File: config.mk
export PLATFORM = sky130hd
export DESIGN_NAME = grwm_front
export DESIGN_NICKNAME = d
export VERILOG_FILES = /design/src/hdl/grid_ray_wall_march_unit_defines.svh /design/src/hdl/grwm_pkg.sv /design/src/hdl/grwm_front.sv
export SDC_FILE = /design/constraint.sdc
export NUM_CORES = 2
export LEC_CHECK = 0
export CORE_UTILIZATION = 40
export CTS_BUF_LIST = sky130_fd_sc_hd__clkbuf_16
export DETAILED_ROUTE_END_ITERATION = 16
export DONT_BUFFER_PORTS = 1
export HOLD_SLACK_MARGIN = 0.12
export PLACE_DENSITY = 0.55
export SLEW_MARGIN = 20
export SYNTH_ARGS = -nofsm -noshare
export SYNTH_HDL_FRONTEND = slang
export SYNTH_SLANG_ARGS = --single-unit
export TNS_END_PERCENT = 10
File: constraint.sdc
create_clock -name i_clk -period 18.3 [get_ports i_clk]
set_input_delay 5.49 -clock i_clk [delete_from_list [all_inputs] [get_ports i_clk]]
set_output_delay 5.49 -clock i_clk [all_outputs]
set_load 0.05 [all_outputs]
File: src/hdl/grid_ray_wall_march_unit_defines.svh
// assertion helpers shared by the ray march block
`ifndef GRID_RAY_WALL_MARCH_UNIT_DEFINES_SVH
`define GRID_RAY_WALL_MARCH_UNIT_DEFINES_SVH

// same-cycle implication, checked outside reset
`define GRWM_ASSERT_IMP(lbl, ante, cons) \
    lbl: assert property (@(posedge i_clk) disable iff (!i_rst_n) (ante) |-> (cons)) \
        else $error("grwm assertion failed");

// next-cycle implication, checked outside reset
`define GRWM_ASSERT_NXT(lbl, ante, cons) \
    lbl: assert property (@(posedge i_clk) disable iff (!i_rst_n) (ante) |=> (cons)) \
        else $error("grwm assertion failed");

`endif

File: src/hdl/grwm_pkg.sv
`timescale 1ns / 1ps
package grwm_pkg;

    localparam int CELL_LOG2  = 6;
    localparam int FRAC_BITS  = 16;
    localparam int CELLQ_LOG2 = CELL_LOG2 + FRAC_BITS;
    localparam int MAP_ROWS_MAX = 64;
    localparam int MAP_COLS_MAX = 64;
    localparam int POS_W = 48;
    localparam int STEP_CAP = MAP_ROWS_MAX + MAP_COLS_MAX + 2;
    localparam logic [6:0] NUDGE_Q16 = 7'd66;

    localparam logic [1:0] FUNC_WR_TILE = 2'd0;
    localparam logic [1:0] FUNC_WR_LEN  = 2'd1;
    localparam logic [1:0] FUNC_CAST_H  = 2'd2;
    localparam logic [1:0] FUNC_CAST_V  = 2'd3;

    typedef struct packed {
        logic [1:0]         func;
        logic [27:0]        player_x;
        logic [27:0]        player_y;
        logic signed [31:0] tan_angle;
        logic signed [31:0] cot_angle;
        logic               facing_up;
        logic               facing_left;
        logic [5:0]         tile_row;
        logic [5:0]         tile_col;
        logic               tile_is_wall;
        logic [6:0]         row_len;
    } t_in;

    typedef struct packed {
        logic signed [31:0] hit_x;
        logic signed [31:0] hit_y;
        logic               hit_wall;
        logic               cast_vertical;
    } t_out;

    // one classified item between front and back
    typedef struct packed {
        logic [1:0]              func;
        logic signed [POS_W-1:0] x;
        logic signed [POS_W-1:0] y;
        logic signed [POS_W-1:0] xs;
        logic signed [POS_W-1:0] ys;
        logic                    up;
        logic                    left;
        logic [5:0]              row;
        logic [5:0]              col;
        logic                    wall;
        logic [6:0]              len;
    } t_cmd;

endpackage

File: src/hdl/grwm_front.sv
`timescale 1ns / 1ps
module grwm_front (
    input  logic           i_clk,
    input  logic           i_rst_n,
    input  logic           push,
    input  grwm_pkg::t_in  i_in,
    output logic           full,
    output logic           o_q_push,
    output grwm_pkg::t_cmd o_q_data,
    input  logic           i_q_full
);
    import grwm_pkg::*;

    typedef struct packed {
        logic [1:0]         func;
        logic               horiz;
        logic               to_neg;
        logic [28:0]        main0;
        logic [27:0]        base;
        logic signed [29:0] diff;
        logic signed [31:0] k;
        logic               up;
        logic               left;
        logic [5:0]         row;
        logic [5:0]         col;
        logic               wall;
        logic [6:0]         len;
    } t_s1;

    localparam logic [28:0] CELLQ = 29'(1) << CELLQ_LOG2;

    t_s1  r_s1, n_s1;
    logic r_s1_vld, n_s1_vld;
    logic accept;

    logic [27:0]             main_coord;
    logic signed [61:0]      prod;
    logic signed [POS_W-1:0] other, step_k, step_other, step_main, main_ext;

    assign full     = r_s1_vld && i_q_full;
    assign accept   = push && !full;
    assign o_q_push = r_s1_vld;

    // first grid line on the main axis and the offset to it
    always_comb begin
        n_s1        = r_s1;
        n_s1.func   = i_in.func;
        n_s1.horiz  = (i_in.func == FUNC_CAST_H);
        n_s1.to_neg = n_s1.horiz ? i_in.facing_up : i_in.facing_left;
        main_coord  = n_s1.horiz ? i_in.player_y : i_in.player_x;
        n_s1.main0  = {1'b0, main_coord[27:CELLQ_LOG2], {CELLQ_LOG2{1'b0}}}
                      + (n_s1.to_neg ? 29'd0 : CELLQ);
        n_s1.base   = n_s1.horiz ? i_in.player_x : i_in.player_y;
        n_s1.diff   = $signed({1'b0, n_s1.main0}) - $signed({2'b00, main_coord});
        n_s1.k      = n_s1.horiz ? i_in.cot_angle : i_in.tan_angle;
        n_s1.up     = i_in.facing_up;
        n_s1.left   = i_in.facing_left;
        n_s1.row    = i_in.tile_row;
        n_s1.col    = i_in.tile_col;
        n_s1.wall   = i_in.tile_is_wall;
        n_s1.len    = (i_in.row_len > 7'(MAP_COLS_MAX)) ? 7'(MAP_COLS_MAX) : i_in.row_len;
        n_s1_vld    = accept || (r_s1_vld && i_q_full);
    end

    always_ff @(posedge i_clk) begin
        if (!i_rst_n) begin
            r_s1_vld <= 1'b0;
        end else begin
            r_s1_vld <= n_s1_vld;
        end
    end

    always_ff @(posedge i_clk) begin
        if (accept) begin
            r_s1 <= n_s1;
        end
    end

    // floor rounding of the q16 product is an arithmetic shift
    always_comb begin
        prod       = r_s1.diff * r_s1.k;
        other      = $signed({20'd0, r_s1.base}) + POS_W'(prod >>> FRAC_BITS);
        step_k     = {{(POS_W - 32 - CELL_LOG2){r_s1.k[31]}}, r_s1.k, {CELL_LOG2{1'b0}}};
        step_other = r_s1.to_neg ? -step_k : step_k;
        step_main  = r_s1.to_neg ? -$signed({19'd0, CELLQ}) : $signed({19'd0, CELLQ});
        main_ext   = $signed({19'd0, r_s1.main0});

        o_q_data      = '0;
        o_q_data.func = r_s1.func;
        o_q_data.x    = r_s1.horiz ? other : main_ext;
        o_q_data.y    = r_s1.horiz ? main_ext : other;
        o_q_data.xs   = r_s1.horiz ? step_other : step_main;
        o_q_data.ys   = r_s1.horiz ? step_main : step_other;
        o_q_data.up   = r_s1.up;
        o_q_data.left = r_s1.left;
        o_q_data.row  = r_s1.row;
        o_q_data.col  = r_s1.col;
        o_q_data.wall = r_s1.wall;
        o_q_data.len  = r_s1.len;
    end

endmodule

; ---- Word level (Yosys, flattened, before mapping)
; Cells that the tools add are included.
[totals]
word_cells = 36
out_inout_bits = 218
regBits = 146
[op_classes]
n_mul = 1
mux = 11
n_lt_le_gt_ge = 1
n_reduce_logical = 4
n_addsub = 4
n_eq_ne = 1
[ops]
columns = operator, n
row1 = $mux W48, 6
row2 = $mul A30 B32 Y62, 1
row3 = $mux W28, 2
row4 = $neg A38 Y48, 1
row5 = $add A29 B46 Y47, 1
row6 = $mux W32, 1
row7 = $sub A29 B28 Y30, 1
row8 = $add A28 B23 Y29, 1
row9 = $mux W23, 1
row10 = $gt A7 B7 Y1 const B, 1
row11 = $eq A2 B2 Y1 const B, 1
row12 = $logic_and A1 B1 Y1, 2
row13 = $logic_not A1 Y1, 1
row14 = $logic_or A1 B1 Y1, 1
row15 = $mux W1, 1

; ---- Logic depth before layout (Yosys ltp)
[logic_depth]
depth_word = 5
ltp_mapped = 43
depth_no_buf = 39

; ---- Least setup slack after synthesis
; No wires, ideal clock.
[synth_path]
path_kind = reg-to-output
start = register r_s1[42] (netlist bit)
end = output port o_q_data[159] (netlist bit)
stages_incl_launch_ff = 37
t_arrival_ns = 10.619
required_time_ns = 12.810
slack_ns = 2.191
cell_sequence = edfxtp_1 -> clkbuf_1 -> clkbuf_1 -> nand2_1 -> fa_1 -> fa_1 -> fa_1 -> fa_1 -> inv_1 -> fa_1 -> fa_1 -> fa_1 -> inv_1 -> fa_1 -> inv_1 -> ha_1 -> buf_2 -> nand2_1 -> nor4_1 -> a221oi_1 -> a21oi_1 -> nor2b_1 -> nor2b_1 -> o21ba_2 -> o21ai_0 -> xor2_1 -> ha_1 -> nand2_1 -> or4_1 -> o221a_2 -> o31a_1 -> nor3_1 -> a211oi_1 -> nor3_1 -> nand4_2 -> or4_1 -> a21oi_1
[synth_rtl]
columns = item, line_no
row1 = start: declaration, grwm_front.sv:32  ; t_s1 r_s1, n_s1;
row2 = start signal: assignment, grwm_front.sv:75  ; r_s1 <= n_s1;
row3 = end: declaration, grwm_front.sv:9  ; output grwm_pkg::t_cmd o_q_data,

; ---- Worst setup path in the final report
[layout_path]
start = register r_s1[53] (netlist bit)
end = output port o_q_data[213] (netlist bit)
[layout_between]
elab_chain_cells = 3
[layout_lines]
columns = item, line_no
row1 = $mul A30 B32 Y62, grwm_front.sv:81  ; prod = r_s1.diff * r_s1.k;
row2 = $add A29 B46 Y47, grwm_front.sv:82  ; other = $signed({20'd0, r_s1.base}) + POS_W'(prod >>> FRAC_BITS);
row3 = $mux W48, grwm_front.sv:90  ; o_q_data.x = r_s1.horiz ? other : main_ext;
; Every way passes these cells.

==> impl_metrics.ini <==
[timing]
slew_headroom = 0.185
period_share = 0.961
fin_crit_ns = 17.59
fmax_mhz = 56.9
maxSlewViolCount = 0
hold_viol = 0
rsz0062_at_grt = false
final-setup-viol-count = 0
worst_pin_slew_ns = 1.22
fin_tns_setup_ns = 0
fin_skew_ns = 0.00942

[detailed_routing]
antenna_left = 0
wl_per_cell_um = 21.8
dr.pass1.iters = 6
viasPerCell = 5.22
vias = 33900
first_iter_violations = 2389
drc = 0
drt-total-wl_um = 142000

[global_routing]
gr-usage-all-layers = 0.256
grt_start_max_net_pins = 69
overflow = 0
grt_pass1_wl_um = 219000
antenna_found_initial = 3
grt_pass1_vias = 35400

[setup_path]
arrival_ns = 12.10
crit_type = reg2out
max_stage_delay_ns = 1.02
r2r_cells = 4
crit_path_end_kind = primary output
cp_slowest_cell = edfxtp_1
cp-start-kind = flip-flop
r2r-start = o_q_push$_SDFF_PN0_
startpoint = r_s1[53]$_DFFE_PP_
rrSetupSlack_ns = 15.14
path_max_fanout = 25
rr_endpoint = r_s1[62]$_DFFE_PP_
required_ns = 12.81
crit_top_cell = fa_1

[worst_hold_path]
hp-class = reg2reg
min_to = o_q_push$_SDFF_PN0_
min_delay_path_depth = 2
hp-start = o_q_push$_SDFF_PN0_

[placement]
io_buffers = 0
dpl-instance-area_um2 = 46700
gp_congestion = 0.912
dpl.hpwl_um = 118000

[run]
max_cap_viol_count = 0

[floorplanning]
rows = 122
dieArea_um2 = 114000
start_util = 0.405
die_w_um = 337
core_area_um2 = 111000
ios = 366
die_h_um = 337

[logic_synthesis]
ys_seq_area_frac = 0.0826
synth-edff-count = 123
yosysMostFrequentCell = inv_1
synthXorXnorAreaFrac = 0.0240
ys.flop_type = edfxtp_1
synth_compound_area_frac = 0.0654
avgSynthCellArea_um2 = 8.74
ys_types = 92
synth_top_area_cell = fa_1
synthMuxAreaShare = 0.00921
yosysTopAreaCellShare = 0.451
synth-async-reset-ratio = 0
synthAdderAreaFrac = 0.511
synth_common_cells = inv_1, fa_1, nand2_1, and2_1, clkbuf_1
synth_top_family_by_area = adder cells
yosys.area_share.simple = 0.186
ys_warn_count = 0
syn-cell-area_um2 = 45000
ys_ff_latch = 124
yosys-top-cells-area = fa_1, inv_1, edfxtp_1
synthCells = 5145

[cells_and_area]
final.fill_count = 11200
post-route-util = 0.427
stdcell_area_um2 = 47400
nets = 6367
layout-drive-gt1-share = 0.0506
area_growth_pct = 5.46

[clock_network]
cts_tree = built
cts_buffers = 17
clock-root-buffer = clkbuf_16
clockBufferDepth = 2
h-tree-depth = 4
path_clk_slew_ns = 0.07
worstSkewPairLatency_ns = 0.45
clock_sinks = 124

[outcome]
status = finished clean
stage by stage:
step	std cells	worst slack [ns]	hold WS (ns)
2_1_floorplan	5156	2.19	1.17
3_3_place_gp	6447	1.17	1.27
4_1_cts	6478	0.448	1.28
6_report	6494	0.710	1.28
3_5_place_dp	6447	0.973	1.27
5_1_grt	6492	0.149	1.29
cells in the final DEF (no fill, tap or decap), types with 66 or more instances in the layout:
master | netlist | final
a21oi_1 | 132 | 130
and2_1 | 405 | 405
nor2_1 | 195 | 195
inv_1 | 1077 | 1076
nand2_1 | 875 | 875
o21ai_0 | 94 | 80
xnor2_1 | 66 | 66
ha_1 | 213 | 213
fa_1 | 1014 | 1014
buf_4 | 38 | 151
edfxtp_1 | 123 | 123
metal layers:
layer / GRT usage / routed length [um]
met5: 0 / 19
met4: 0.0502 / 3100
met3: 0.0492 / 11300
met2: 0.397 / 63100
met1: 0.372 / 64100
kinds of logic (layout without fill, tap and decap cells):
| group | Yosys count | after routing |
|---|---|---|
| simple gates | 1760 | 1760 |
| mux | 41 | 41 |
| other cells | 1 | 14 |
| fa+ha+maj | 1227 | 1227 |
| compound gates | 449 | 449 |
| xor+xnor | 123 | 123 |
| flops | 124 | 124 |
| buf+inv | 1420 | 1268 |
cell type report:
| class | instances | area (um2) | area share |
|---|---|---|---|
| clock buffers | 17 | 425 | 0.00897 |
| diodes | 2 | 5.00 | 0.000106 |
| repair buffers | 158 | 1240 | 0.0262 |
| multi-input cells | 3612 | 36000 | 0.758 |
| flip-flops and latches | 124 | 3710 | 0.0783 |
| clock inverters | 14 | 163 | 0.00343 |
| well taps | 1488 | 1860 | 0.0393 |
| inverters | 1079 | 4060 | 0.0855 |
critical path: cells and delay by family (launching register included):
| kind | cells | cell delay [ns] |
|---|---|---|
| XOR/XNOR | 1 | 0.47 |
| flip-flops | 1 | 1.02 |
| buffers and inverters | 7 | 1.02 |
| adder cells (fa/ha/maj) | 10 | 4.96 |
| AO/OA/AOI/OAI | 8 | 1.49 |
| AND/OR/NAND/NOR | 6 | 2.67 |
how the worst max path moves through the flow:
stage                    endpoint  slack, ns  cells past startpoint
finish              o_q_data[213]       0.71                     32
global route        o_q_data[159]       0.15                     36
CTS                 o_q_data[163]       0.45                     35
detailed placement  o_q_data[163]       0.97                     35
global placement    o_q_data[161]       1.17                     39
floorplan           o_q_data[159]       2.19                     36
what timing repair did:
| action | 4_1_cts | 5_1_grt |
|---|---|---|
| resized for setup | 0 | 1 |
| hold buffers | 0 | 0 |
| setup buffers | 0 | 13 |
| endpoints found under the setup margin | 0 | 9 |
| hold endpoints to repair | 0 | 0 |
registers in the layout, indices dropped and copies added, names as in the netlist:
signal / count
o_q_data: 24
o_q_push: 1
r_s1: 92
main_ext: 7
Power is left out: the tool's default activity adds up to more than one toggle a clock period on the data nets, which glitch-free logic cannot reach.
