[src/hdl/grid_ray_wall_march_unit_defines.svh]
// assertion helpers shared by the ray march block
`ifndef GRID_RAY_WALL_MARCH_UNIT_DEFINES_SVH
`define GRID_RAY_WALL_MARCH_UNIT_DEFINES_SVH

// same-cycle implication, checked outside reset
`define GRWM_ASSERT_IMP(lbl, ante, cons) \
    lbl: assert property (@(posedge i_clk) disable iff (!i_rst_n) (ante) |-> (cons)) \
        else $error("grwm assertion failed");

// next-cycle implication, checked outside reset
`define GRWM_ASSERT_NXT(lbl, ante, cons) \
    lbl: assert property (@(posedge i_clk) disable iff (!i_rst_n) (ante) |=> (cons)) \
        else $error("grwm assertion failed");

`endif

[src/hdl/grwm_pkg.sv]
`timescale 1ns / 1ps
package grwm_pkg;

    localparam int CELL_LOG2  = 6;
    localparam int FRAC_BITS  = 16;
    localparam int CELLQ_LOG2 = CELL_LOG2 + FRAC_BITS;
    localparam int MAP_ROWS_MAX = 64;
    localparam int MAP_COLS_MAX = 64;
    localparam int POS_W = 48;
    localparam int STEP_CAP = MAP_ROWS_MAX + MAP_COLS_MAX + 2;
    localparam logic [6:0] NUDGE_Q16 = 7'd66;

    localparam logic [1:0] FUNC_WR_TILE = 2'd0;
    localparam logic [1:0] FUNC_WR_LEN  = 2'd1;
    localparam logic [1:0] FUNC_CAST_H  = 2'd2;
    localparam logic [1:0] FUNC_CAST_V  = 2'd3;

    typedef struct packed {
        logic [1:0]         func;
        logic [27:0]        player_x;
        logic [27:0]        player_y;
        logic signed [31:0] tan_angle;
        logic signed [31:0] cot_angle;
        logic               facing_up;
        logic               facing_left;
        logic [5:0]         tile_row;
        logic [5:0]         tile_col;
        logic               tile_is_wall;
        logic [6:0]         row_len;
    } t_in;

    typedef struct packed {
        logic signed [31:0] hit_x;
        logic signed [31:0] hit_y;
        logic               hit_wall;
        logic               cast_vertical;
    } t_out;

    // one classified item between front and back
    typedef struct packed {
        logic [1:0]              func;
        logic signed [POS_W-1:0] x;
        logic signed [POS_W-1:0] y;
        logic signed [POS_W-1:0] xs;
        logic signed [POS_W-1:0] ys;
        logic                    up;
        logic                    left;
        logic [5:0]              row;
        logic [5:0]              col;
        logic                    wall;
        logic [6:0]              len;
    } t_cmd;

endpackage

[src/hdl/grwm_fifo.sv]
`timescale 1ns / 1ps
module grwm_fifo (
    input  logic           i_clk,
    input  logic           i_rst_n,
    input  logic           i_push,
    input  grwm_pkg::t_cmd i_data,
    output logic           o_full,
    input  logic           i_pop,
    output grwm_pkg::t_cmd o_data,
    output logic           o_empty
);
    import grwm_pkg::*;

    t_cmd       r_mem [2];
    logic       r_wr_ptr, n_wr_ptr;
    logic       r_rd_ptr, n_rd_ptr;
    logic [1:0] r_count, n_count;
    logic       wr_en, rd_en;

    assign o_full  = (r_count == 2'd2);
    assign o_empty = (r_count == 2'd0);
    assign wr_en   = i_push && !o_full;
    assign rd_en   = i_pop && !o_empty;
    assign o_data  = r_mem[r_rd_ptr];

    always_comb begin
        n_wr_ptr = wr_en ? ~r_wr_ptr : r_wr_ptr;
        n_rd_ptr = rd_en ? ~r_rd_ptr : r_rd_ptr;
        n_count  = r_count + {1'b0, wr_en} - {1'b0, rd_en};
    end

    always_ff @(posedge i_clk) begin
        if (!i_rst_n) begin
            r_wr_ptr <= 1'b0;
            r_rd_ptr <= 1'b0;
            r_count  <= 2'd0;
        end else begin
            r_wr_ptr <= n_wr_ptr;
            r_rd_ptr <= n_rd_ptr;
            r_count  <= n_count;
        end
    end

    always_ff @(posedge i_clk) begin
        if (wr_en) begin
            r_mem[r_wr_ptr] <= i_data;
        end
    end

endmodule

[config.mk]
export PLATFORM = sky130hd
export DESIGN_NAME = grwm_fifo
export DESIGN_NICKNAME = d
export VERILOG_FILES = /design/src/hdl/grid_ray_wall_march_unit_defines.svh /design/src/hdl/grwm_pkg.sv /design/src/hdl/grwm_fifo.sv
export SDC_FILE = /design/constraint.sdc
export NUM_CORES = 1
export LEC_CHECK = 0
export BUFFER_PORTS_ARGS = -buffer_cell sky130_fd_sc_hd__buf_2
export CAP_MARGIN = 20
export CORE_ASPECT_RATIO = 0.8
export CORE_MARGIN = 2
export CORE_UTILIZATION = 50
export CTS_CLUSTER_SIZE = 40
export DETAILED_ROUTE_END_ITERATION = 10
export GPL_TIMING_DRIVEN = 0
export PLACE_DENSITY = 0.77
export SYNTH_ARGS = -nofsm -noshare
export SYNTH_HDL_FRONTEND = slang
export SYNTH_SLANG_ARGS = --single-unit
[constraint.sdc]
create_clock -name i_clk -period 17.1 [get_ports i_clk]
set_input_delay 1.71 -clock i_clk [delete_from_list [all_inputs] [get_ports i_clk]]
set_output_delay 1.71 -clock i_clk [all_outputs]
set_load 0.02 [all_outputs]
======== Word level (Yosys, flattened, before mapping) ========
Memories as Yosys holds them, arrays and structs flattened. A register that Yosys moved wholly into a read port is not among the register bits.
Index checks and enable logic that the tools add are counted.
storage, ports and cells
  bits of input ports ..................... 220
  output and inout port bits .............. 218
  word-level logic and storage cells ...... 18
  flip-flop bits (word level) ............. 4
  RAM bits ................................ 432
  memories kept ........................... 1
memories
  name   depth  bits a word  rd ports  clocked after memory_dff  write ports  RTL line         RTL
  r_mem  2      216          1         1                         1            grwm_fifo.sv:14  t_cmd r_mem [2];
operators by class
  mux-type cells .......................... 4
  bitwise operators ....................... 2
  reductions and logical operators ........ 5
  add/sub/neg operators ................... 2
  equal/unequal tests ..................... 1
operator list
  cell                  count
  $mux W1               4
  $add A2 B1 Y2         1
  $eq A2 B2 Y1 const B  1
  $logic_and A1 B1 Y1   2
  $logic_not A1 Y1      2
  $logic_not A2 Y1      1
  $not A1 Y1            2
  $sub A2 B1 Y2         1

======== Logic depth before layout (Yosys ltp) ========
Gate-level depths: netlist (run 1).
  depth in word-level cells ............... 5
  depth in mapped cells ................... 8
  depth with buffers taken out ............ 8

======== Worst setup path before layout (run 1) ========
OpenSTA, ideal clock, no wires.
  kind .................................... input -> register
  start ................................... input port i_push
  end ..................................... memory r_mem[0][0] (netlist name), enable pin
  data arrival time ....................... 10.756 ns
  cell stages on the path ................. 2
  slack ................................... 5.548 ns
  buffers on the path ..................... 0
  data required time ...................... 16.304 ns
  setup time .............................. 0.796 ns
  cell sequence ........................... nand2_1 nor2_1
between the ends
  longest elaborated chain between the ends .. 3
ends and longest elaborated chain
  element                        RTL line         RTL
  start: declaration             grwm_fifo.sv:5   input logic i_push,
  $logic_and A1 B1 Y1            grwm_fifo.sv:22  assign wr_en = i_push && !o_full;
  $mux W1                        grwm_fifo.sv:45  if (wr_en) begin
  $mux W1 (implied by the code)  grwm_fifo.sv:46  r_mem[r_wr_ptr] <= i_data;
  end: declaration               grwm_fifo.sv:14
Every way passes these cells.

==> results_dict.tcl, run 1 <==
set metrics [dict create \
    sw_frac_of_total_pct 30.4 \
    hold_path_class "reg2reg" \
    cp-end-kind "output port" \
    synth_xor_area_share_pct 0.107 \
    cts_setup_buffers 0 \
    crit_type "reg2out" \
    reg2reg_slack_ns 14.78 \
    antenna_found_initial 12 \
    dieArea_um2 34300 \
    port-buffer-count 437 \
    critPathTopFamily "buffers and inverters" \
    crit_top_cell "buf_6" \
    path_max_fanout 10 \
    drive_above_1_share_pct 61.0 \
    top_usage_layer "met2" \
    regArea_um2 13100 \
    combPwrFrac_pct 31.9 \
    clk_latency_ns 0.53 \
    grt_pass1_vias 8601 \
    synth_fa_ha_area_share_pct 0.153 \
    fin_crit_sh_pct 21.4 \
    fin_crit_ns 3.67 \
    seqPwrFrac_pct 41.3 \
    drc_errors 0 \
    p_clk_share_pct 26.9 \
    ctsHoldBuffers 0 \
    synth_compound_area_share_pct 0.0458 \
    setup_slack_ns 13.43 \
    grt_pass1_wl_mm 50.0 \
    worst_pin_slew_ns 0.759 \
    synth_simple_gate_area_share_pct 0.382 \
    chipWidth_um 206 \
    cpMaxStageDelayCell "mux2_4" \
    r2r-start "r_count[0]" \
    total_power_w 0.00343 \
    rows 59 \
    clock_skew_ns 0.00938 \
    drt_pass1_iterations 4 \
    cts_resized 0 \
    tns_ns 0 \
    vias 8272 \
    place_hpwl_mm 24.1 \
    drt_iter0_markers 415 \
    drtAntennaViolNets 0 \
    p_sw_w 0.00104 \
    crit_path_start_kind "register" \
    slew_viol_final 0 \
    ys_ff_latch 437 \
    grt_use_met2_pct 32.8 \
    met3_usage_pct 7.46 \
    seq_area_frac_synth_pct 79.8 \
    cts_made_buffers 43 \
    clock-sinks 437 \
    slowest_delay_ns 0.34 \
    via_per_inst 4.99 \
    synthCells 699 \
    synth_mux_area_share_pct 18.1 \
    met1_usage_pct 23.0 \
    dpl_worst_slack_ns 13.48 \
    cts_root_buffer "clkbuf_16" \
    clkTransAtPathRegs_ns 0.06 \
    place_congestion 0.767 \
    die_h_um 166 \
    clock.fmax_mhz 273 \
    reg2regPathDepth 6 \
    slew_headroom_pct 49.3 \
    pwr_density_cell_nw_per_um2 165 \
    status "finished clean" \
    nFillCells 2217 \
    layout_common_cells "444 x buf_2, 432 x edfxtp_1, 140 x mux2_4, 76 x mux2_2, 45 x clkbuf_16" \
    worst-path-stages 5 \
    critPathArrivalTime_ns 1.96 \
    setup_viol 0 \
    internal-power_w 0.00239 \
    grt_use_total_pct 19.5 \
    path_buf_inv 4 \
    rsz0062_at_grt "no" \
    finalWirelength_mm 34.5 \
    syn_area_um2 16400 \
    synth_top_family_by_area "multiplexers" \
    postSynthAreaPerCell_um2 23.4 \
    grt_overflow 0 \
    syn_nets 921 \
    nNetsFinal 1414 \
    power_leakage_nw 8.09 \
    wl_per_cell_um 20.8 \
    yosysWarnings 0 \
    core_area_um2 32400 \
    cts_tree "done" \
    ctsLongestPathBuffers 3 \
    vdd_drop_max_mv 0.126 \
    area_growth_pct 26.8 \
    synth_cell_type_count 18 \
    endpoint "o_data[164]" \
    initial_core_util_pct 50.6 \
    htree_num_levels 2 \
    multiInputGateArea_um2 3090 \
    final_common_cell "buf_2" \
    critPathRequiredTime_ns 15.39 \
    r2r-end "r_mem[0][82]" \
    grt_max_degree 65 \
    crit_chain "buf_6 > buf_6 > buf_6 > mux2_4 > buf_2" \
    maxCapViolCount 0 \
    ios 438 \
    hold_viol 0 \
]
[final cells by class]
| cell class | count | area share [%] |
|---|---|---|
| Antenna cell | 4 | 0.0482 |
| Sequential cell | 437 | 62.9 |
| Clock buffer | 53 | 5.56 |
| Multi-Input combinational cell | 235 | 14.9 |
| Clock inverter | 26 | 1.11 |
| Timing Repair Buffer | 448 | 11.8 |
| Buffer | 24 | 1.09 |
| Tap cell | 427 | 2.57 |
| Inverter | 3 | 0.0542 |
[Yosys cell counts]
cell        n  area share (%)
and2_1      2           0.076
and3_1      1           0.038
buf_2       7            0.21
buf_6      17             1.2
dfxtp_1     5            0.61
edfxtp_1  432              79
ha_1        2            0.15
inv_1       3           0.069
mux2_2     76             5.2
mux2_4    140              13
mux2i_1     1           0.061
nand2_1     2           0.046
nand2b_1    2           0.076
nor2_1      5            0.11
nor3_1      1           0.031
o21a_1      1           0.046
xnor2_1     1           0.053
xor2_1      1           0.053
[per-stage QoR]
step | hold WS, ns | util [%] | area, µm² | instances
floorplan | 0.455 | - | 16400 | 699
detailed placement | 0.513 | 59.8 | 19400 | 1574
global placement | 0.465 | 59.0 | 19100 | 1563
CTS | 0.529 | 64.1 | 20800 | 1653
finish | 0.519 | 64.1 | 20800 | 1657
global route | 0.563 | 64.1 | 20800 | 1657
[registers in the layout, summed over array words and instances, names as in the netlist, named ones only]
| register | cells |
|---|---|
| r_rd_ptr | 1 |
| r_wr_ptr | 1 |
| r_mem | 432 |
| r_count | 2 |
[how the worst min path moves through the flow]
stage                         from        to  cells after the start
after global routing      r_rd_ptr  r_rd_ptr                      2
final                     r_rd_ptr  r_rd_ptr                      2
after CTS                 r_rd_ptr  r_rd_ptr                      2
after global placement    r_wr_ptr  r_wr_ptr                      2
after detailed placement  r_rd_ptr  r_rd_ptr                      2
after floorplan           r_wr_ptr  r_wr_ptr                      2
[routing by layer]
metal	vias up	part of all wire [%]
met2	357	49
met1	4043	37
li1	3783	-
met5	-	0.26
met4	14	2.7
met3	75	11
[cell families (layout without fill, tap and decap cells)]
group,count (synthesis),in the layout
AO/OA/AOI/OAI,1,1
XOR/XNOR,2,2
adder cells (fa/ha/maj),2,2
buffers and inverters,27,554
flip-flops,437,437
multiplexers,217,217
other,0,4
AND/OR/NAND/NOR,13,13
[worst register-to-register path: stages (launching register included)]
cell and delay [ns]:
dfxtp_1 0.36, nand2b_1 0.16, nand2_1 0.14, nor2_4 0.61, buf_12 0.28, buf_16 0.21
buf_12 0.23
[power groups by stage]
stage	sequential [W]	combinational, W	clock [W]
6_report	0.00142	0.00109	0.000922
4_1_cts	0.00142	0.00111	0.000944
3_5_place_dp	0.00144	0.00110	0
5_1_grt	0.00143	0.00116	0.000988
2_1_floorplan	0.00149	0.000743	0
3_3_place_gp	0.00153	0.00106	0
No activity file was read; power rests on OpenSTA's default activity.
==> run 2: changes to the inputs <==
- ABC_AREA: unset -> 1
- clock period: 17.1 -> 3.7 ns (I/O delays scaled with it)
==> results_dict.tcl, run 2 <==
set metrics [dict create \
    power_leakage_nw 8.42 \
    combPwrFrac_pct 29.4 \
    synth.top_cell.area_share_pct 79.1 \
    critPathRequiredTime_ns 3.97 \
    grt_pass1_vias 9356 \
    htree_num_levels 2 \
    stdcell_count 1752 \
    seqPwrFrac_pct 43.4 \
    p_sw_w 0.00436 \
    hp-start "i_data[25]" \
    hold_depth 1 \
    nNetsFinal 1508 \
    cts_tree "done" \
    cp-end-kind "register" \
    wl_met1_mm 13.2 \
    path_buf_inv 5 \
    drc_errors 0 \
    via_per_inst 5.03 \
    place_congestion 0.774 \
    drive_above_1_share_pct 57.2 \
    p_clk_share_pct 27.2 \
    fin_crit_ns 2.47 \
    largest_reg_flops 432 \
    worst_pin_slew_ns 0.906 \
    antenna_found_initial 10 \
    reg2regPathDepth 7 \
    fin_crit_sh_pct 66.8 \
    drt_iter0_markers 456 \
    chipWidth_um 207 \
    grt_pass1_wl_mm 52.6 \
    core_area_um2 32400 \
    clock.fmax_mhz 405 \
    synth_edf_count 432 \
    dpl_worst_slack_ns 1.17 \
    cts_made_buffers 42 \
    synth.most_common_cell "edfxtp_1" \
    wl_per_cell_um 20.5 \
    yosysWarnings 0 \
    crit_chain "inv_2 > nand2_4 > nand3_2 > clkinvlp_4 > buf_12 > buf_12 > buf_12" \
    slew_viol_final 0 \
    dr.max_layer_used "met5" \
    drtAntennaViolNets 0 \
    grt_overflow 0 \
    status "finished clean" \
    port-buffer-count 437 \
    clkTransAtPathRegs_ns 0.06 \
    top_regs "r_mem (432), r_count (2)" \
    crit_type "reg2reg" \
    initial_core_util_pct 50.6 \
    slew_headroom_pct 39.4 \
    clock-sinks 437 \
    vdd_drop_max_mv 0.516 \
    r2r-end "r_mem[1][199]" \
    r2r-start "r_count[0]" \
    crit_top_cell "buf_12" \
    synth_cell_type_count 12 \
    met3_length_mm 3.63 \
    finalWirelength_mm 35.9 \
    reg2reg_slack_ns 1.23 \
    regMostFlops "r_mem" \
    clk_latency_ns 0.53 \
    sw_frac_of_total_pct 29.4 \
    grt_use_total_pct 20.4 \
    drt_pass1_iterations 6 \
    area_growth_pct 31.4 \
    dr_wl_met2_mm 17.7 \
    slowest_delay_ns 0.69 \
    rows 59 \
    hold_viol 0 \
    grt_max_degree 40 \
    clock_skew_ns 0.0104 \
    cts_root_buffer "clkbuf_16" \
    placed_cells 1586 \
    hold_path_class "in2reg" \
    hold_end "r_mem[0][25]" \
    place_hpwl_mm 24.1 \
    ys_top_cells_by_count "432 x edfxtp_1, 140 x mux2_4, 76 x mux2_2, 17 x buf_6" \
    ios 438 \
    critPathArrivalTime_ns 2.74 \
    die_h_um 166 \
    cpMaxStageDelayCell "clkinvlp_4" \
    maxCapViolCount 0 \
    cts_resized 0 \
    synthArstFlopShare_pct 0 \
    vias 8821 \
    ys_ff_latch 437 \
    rsz0062_at_grt "no" \
    synth_area_leaders "edfxtp_1 79%, mux2_4 13%, mux2_2 5.2%" \
    synth_largest_area_cell "edfxtp_1" \
    postSynthAreaPerCell_um2 23.1 \
    crit_path_start_kind "register" \
    internal-power_w 0.0105 \
    ctsLongestPathBuffers 3 \
    synthFlopType "edfxtp_1" \
    layout_common_cells "444 x buf_2, 432 x edfxtp_1, 140 x mux2_4, 83 x dlygate4sd3_1, 76 x mux2_2" \
    setup_slack_ns 1.23 \
    seq_area_frac_synth_pct 79.7 \
    pwr_density_cell_nw_per_um2 689 \
    critPathTopFamily "buffers and inverters" \
    setup_viol 0 \
    path_max_fanout 39 \
    total_power_w 0.0149 \
    final_common_cell "buf_2" \
    syn_area_um2 16400 \
    synthCells 710 \
    syn_nets 932 \
    dieArea_um2 34300 \
]
-- run 2: cell count changes after synthesis, moves of 3 or more --
| cell | previous run | this run |
|---|---|---|
| nor2_1 | 5 | 8 |
| nand3_1 | 0 | 3 |
| inv_1 | 3 | 9 |
| nand2_1 | 2 | 9 |
-- run 2: kinds of logic (layout without fill, tap and decap cells) --
kind of cell | after synthesis | count (layout) | synth area share (%)
buffers and inverters | 33 | 639 | 1.59
and+or+nand+nor | 20 | 20 | 0.480
muxes | 216 | 216 | 18.0
other | 0 | 9 | 0
DFF | 437 | 437 | 79.7
AOI/OAI and AO/OA | 2 | 2 | 0.0610
adders and majority gates | 2 | 2 | 0.153
-- run 2: how the worst max path moves through the flow --
stage	start	to	slack, ns	cells past startpoint
after floorplan	r_count[0]	r_mem[1][0]	-0.43	4
after global placement	i_push	r_mem[1][92]	-2.47	3
after detailed placement	i_push	r_mem[1][196]	1.17	6
after CTS	r_count[0]	r_mem[1][199]	1.21	7
after global routing	r_count[0]	r_mem[1][199]	1.07	7
final	r_count[0]	r_mem[1][199]	1.23	7
-- run 2: per-layer routing --
layer,GRT usage (%),vias up
li1,-,3989
met1,23.0,4373
met2,34.4,381
met3,7.89,76
met4,8.82,2
met5,0,-
-- run 2: cell type report --
cell class                 count  area [µm²]
sequential                   437       13100
fill                        2147       10900
timing repair buffer         532        3270
multi-input combinational    240        3090
clock buffer                  54        1160
tap                          427         534
buffer                        24         226
clock inverter                20         139
inverter                       9        37.5
antenna                        9        22.5
-- run 2: timing repair --
action                                 in CTS  in global routing
endpoints found under the hold margin     154                  4
hold buffers                               81                  2
setup buffers                               0                  0
-- run 2: worst register-to-register path, cell delays in order, from the launching register on --
cell        delay (ns)
dfxtp_2           0.33
inv_2             0.07
nand2_4           0.06
nand3_2           0.10
clkinvlp_4        0.69
buf_12            0.48
buf_12            0.25
buf_12            0.22
-- run 2: stage by stage --
stage	util [%]	TNS (ns)	area [µm²]	hold slack (ns)
global placement	59.1	-1022.03	19200	0.487
global route	66.5	0	21500	0.0000447
floorplan	-	-183.94	16400	0.463
detailed placement	59.9	0	19400	0.502
CTS	66.4	0	21500	0.0000470
finish	66.5	0	21600	0.0286
-- run 2: power by group through the flow --
stage / Combinational (W) / Sequential [W] / Clock [W]
after CTS: 0.00440 / 0.00645 / 0.00415
after floorplan: 0.00290 / 0.00658 / 0
after global placement: 0.00414 / 0.00666 / 0
after detailed placement: 0.00431 / 0.00655 / 0
after global routing: 0.00463 / 0.00650 / 0.00437
final: 0.00437 / 0.00645 / 0.00404
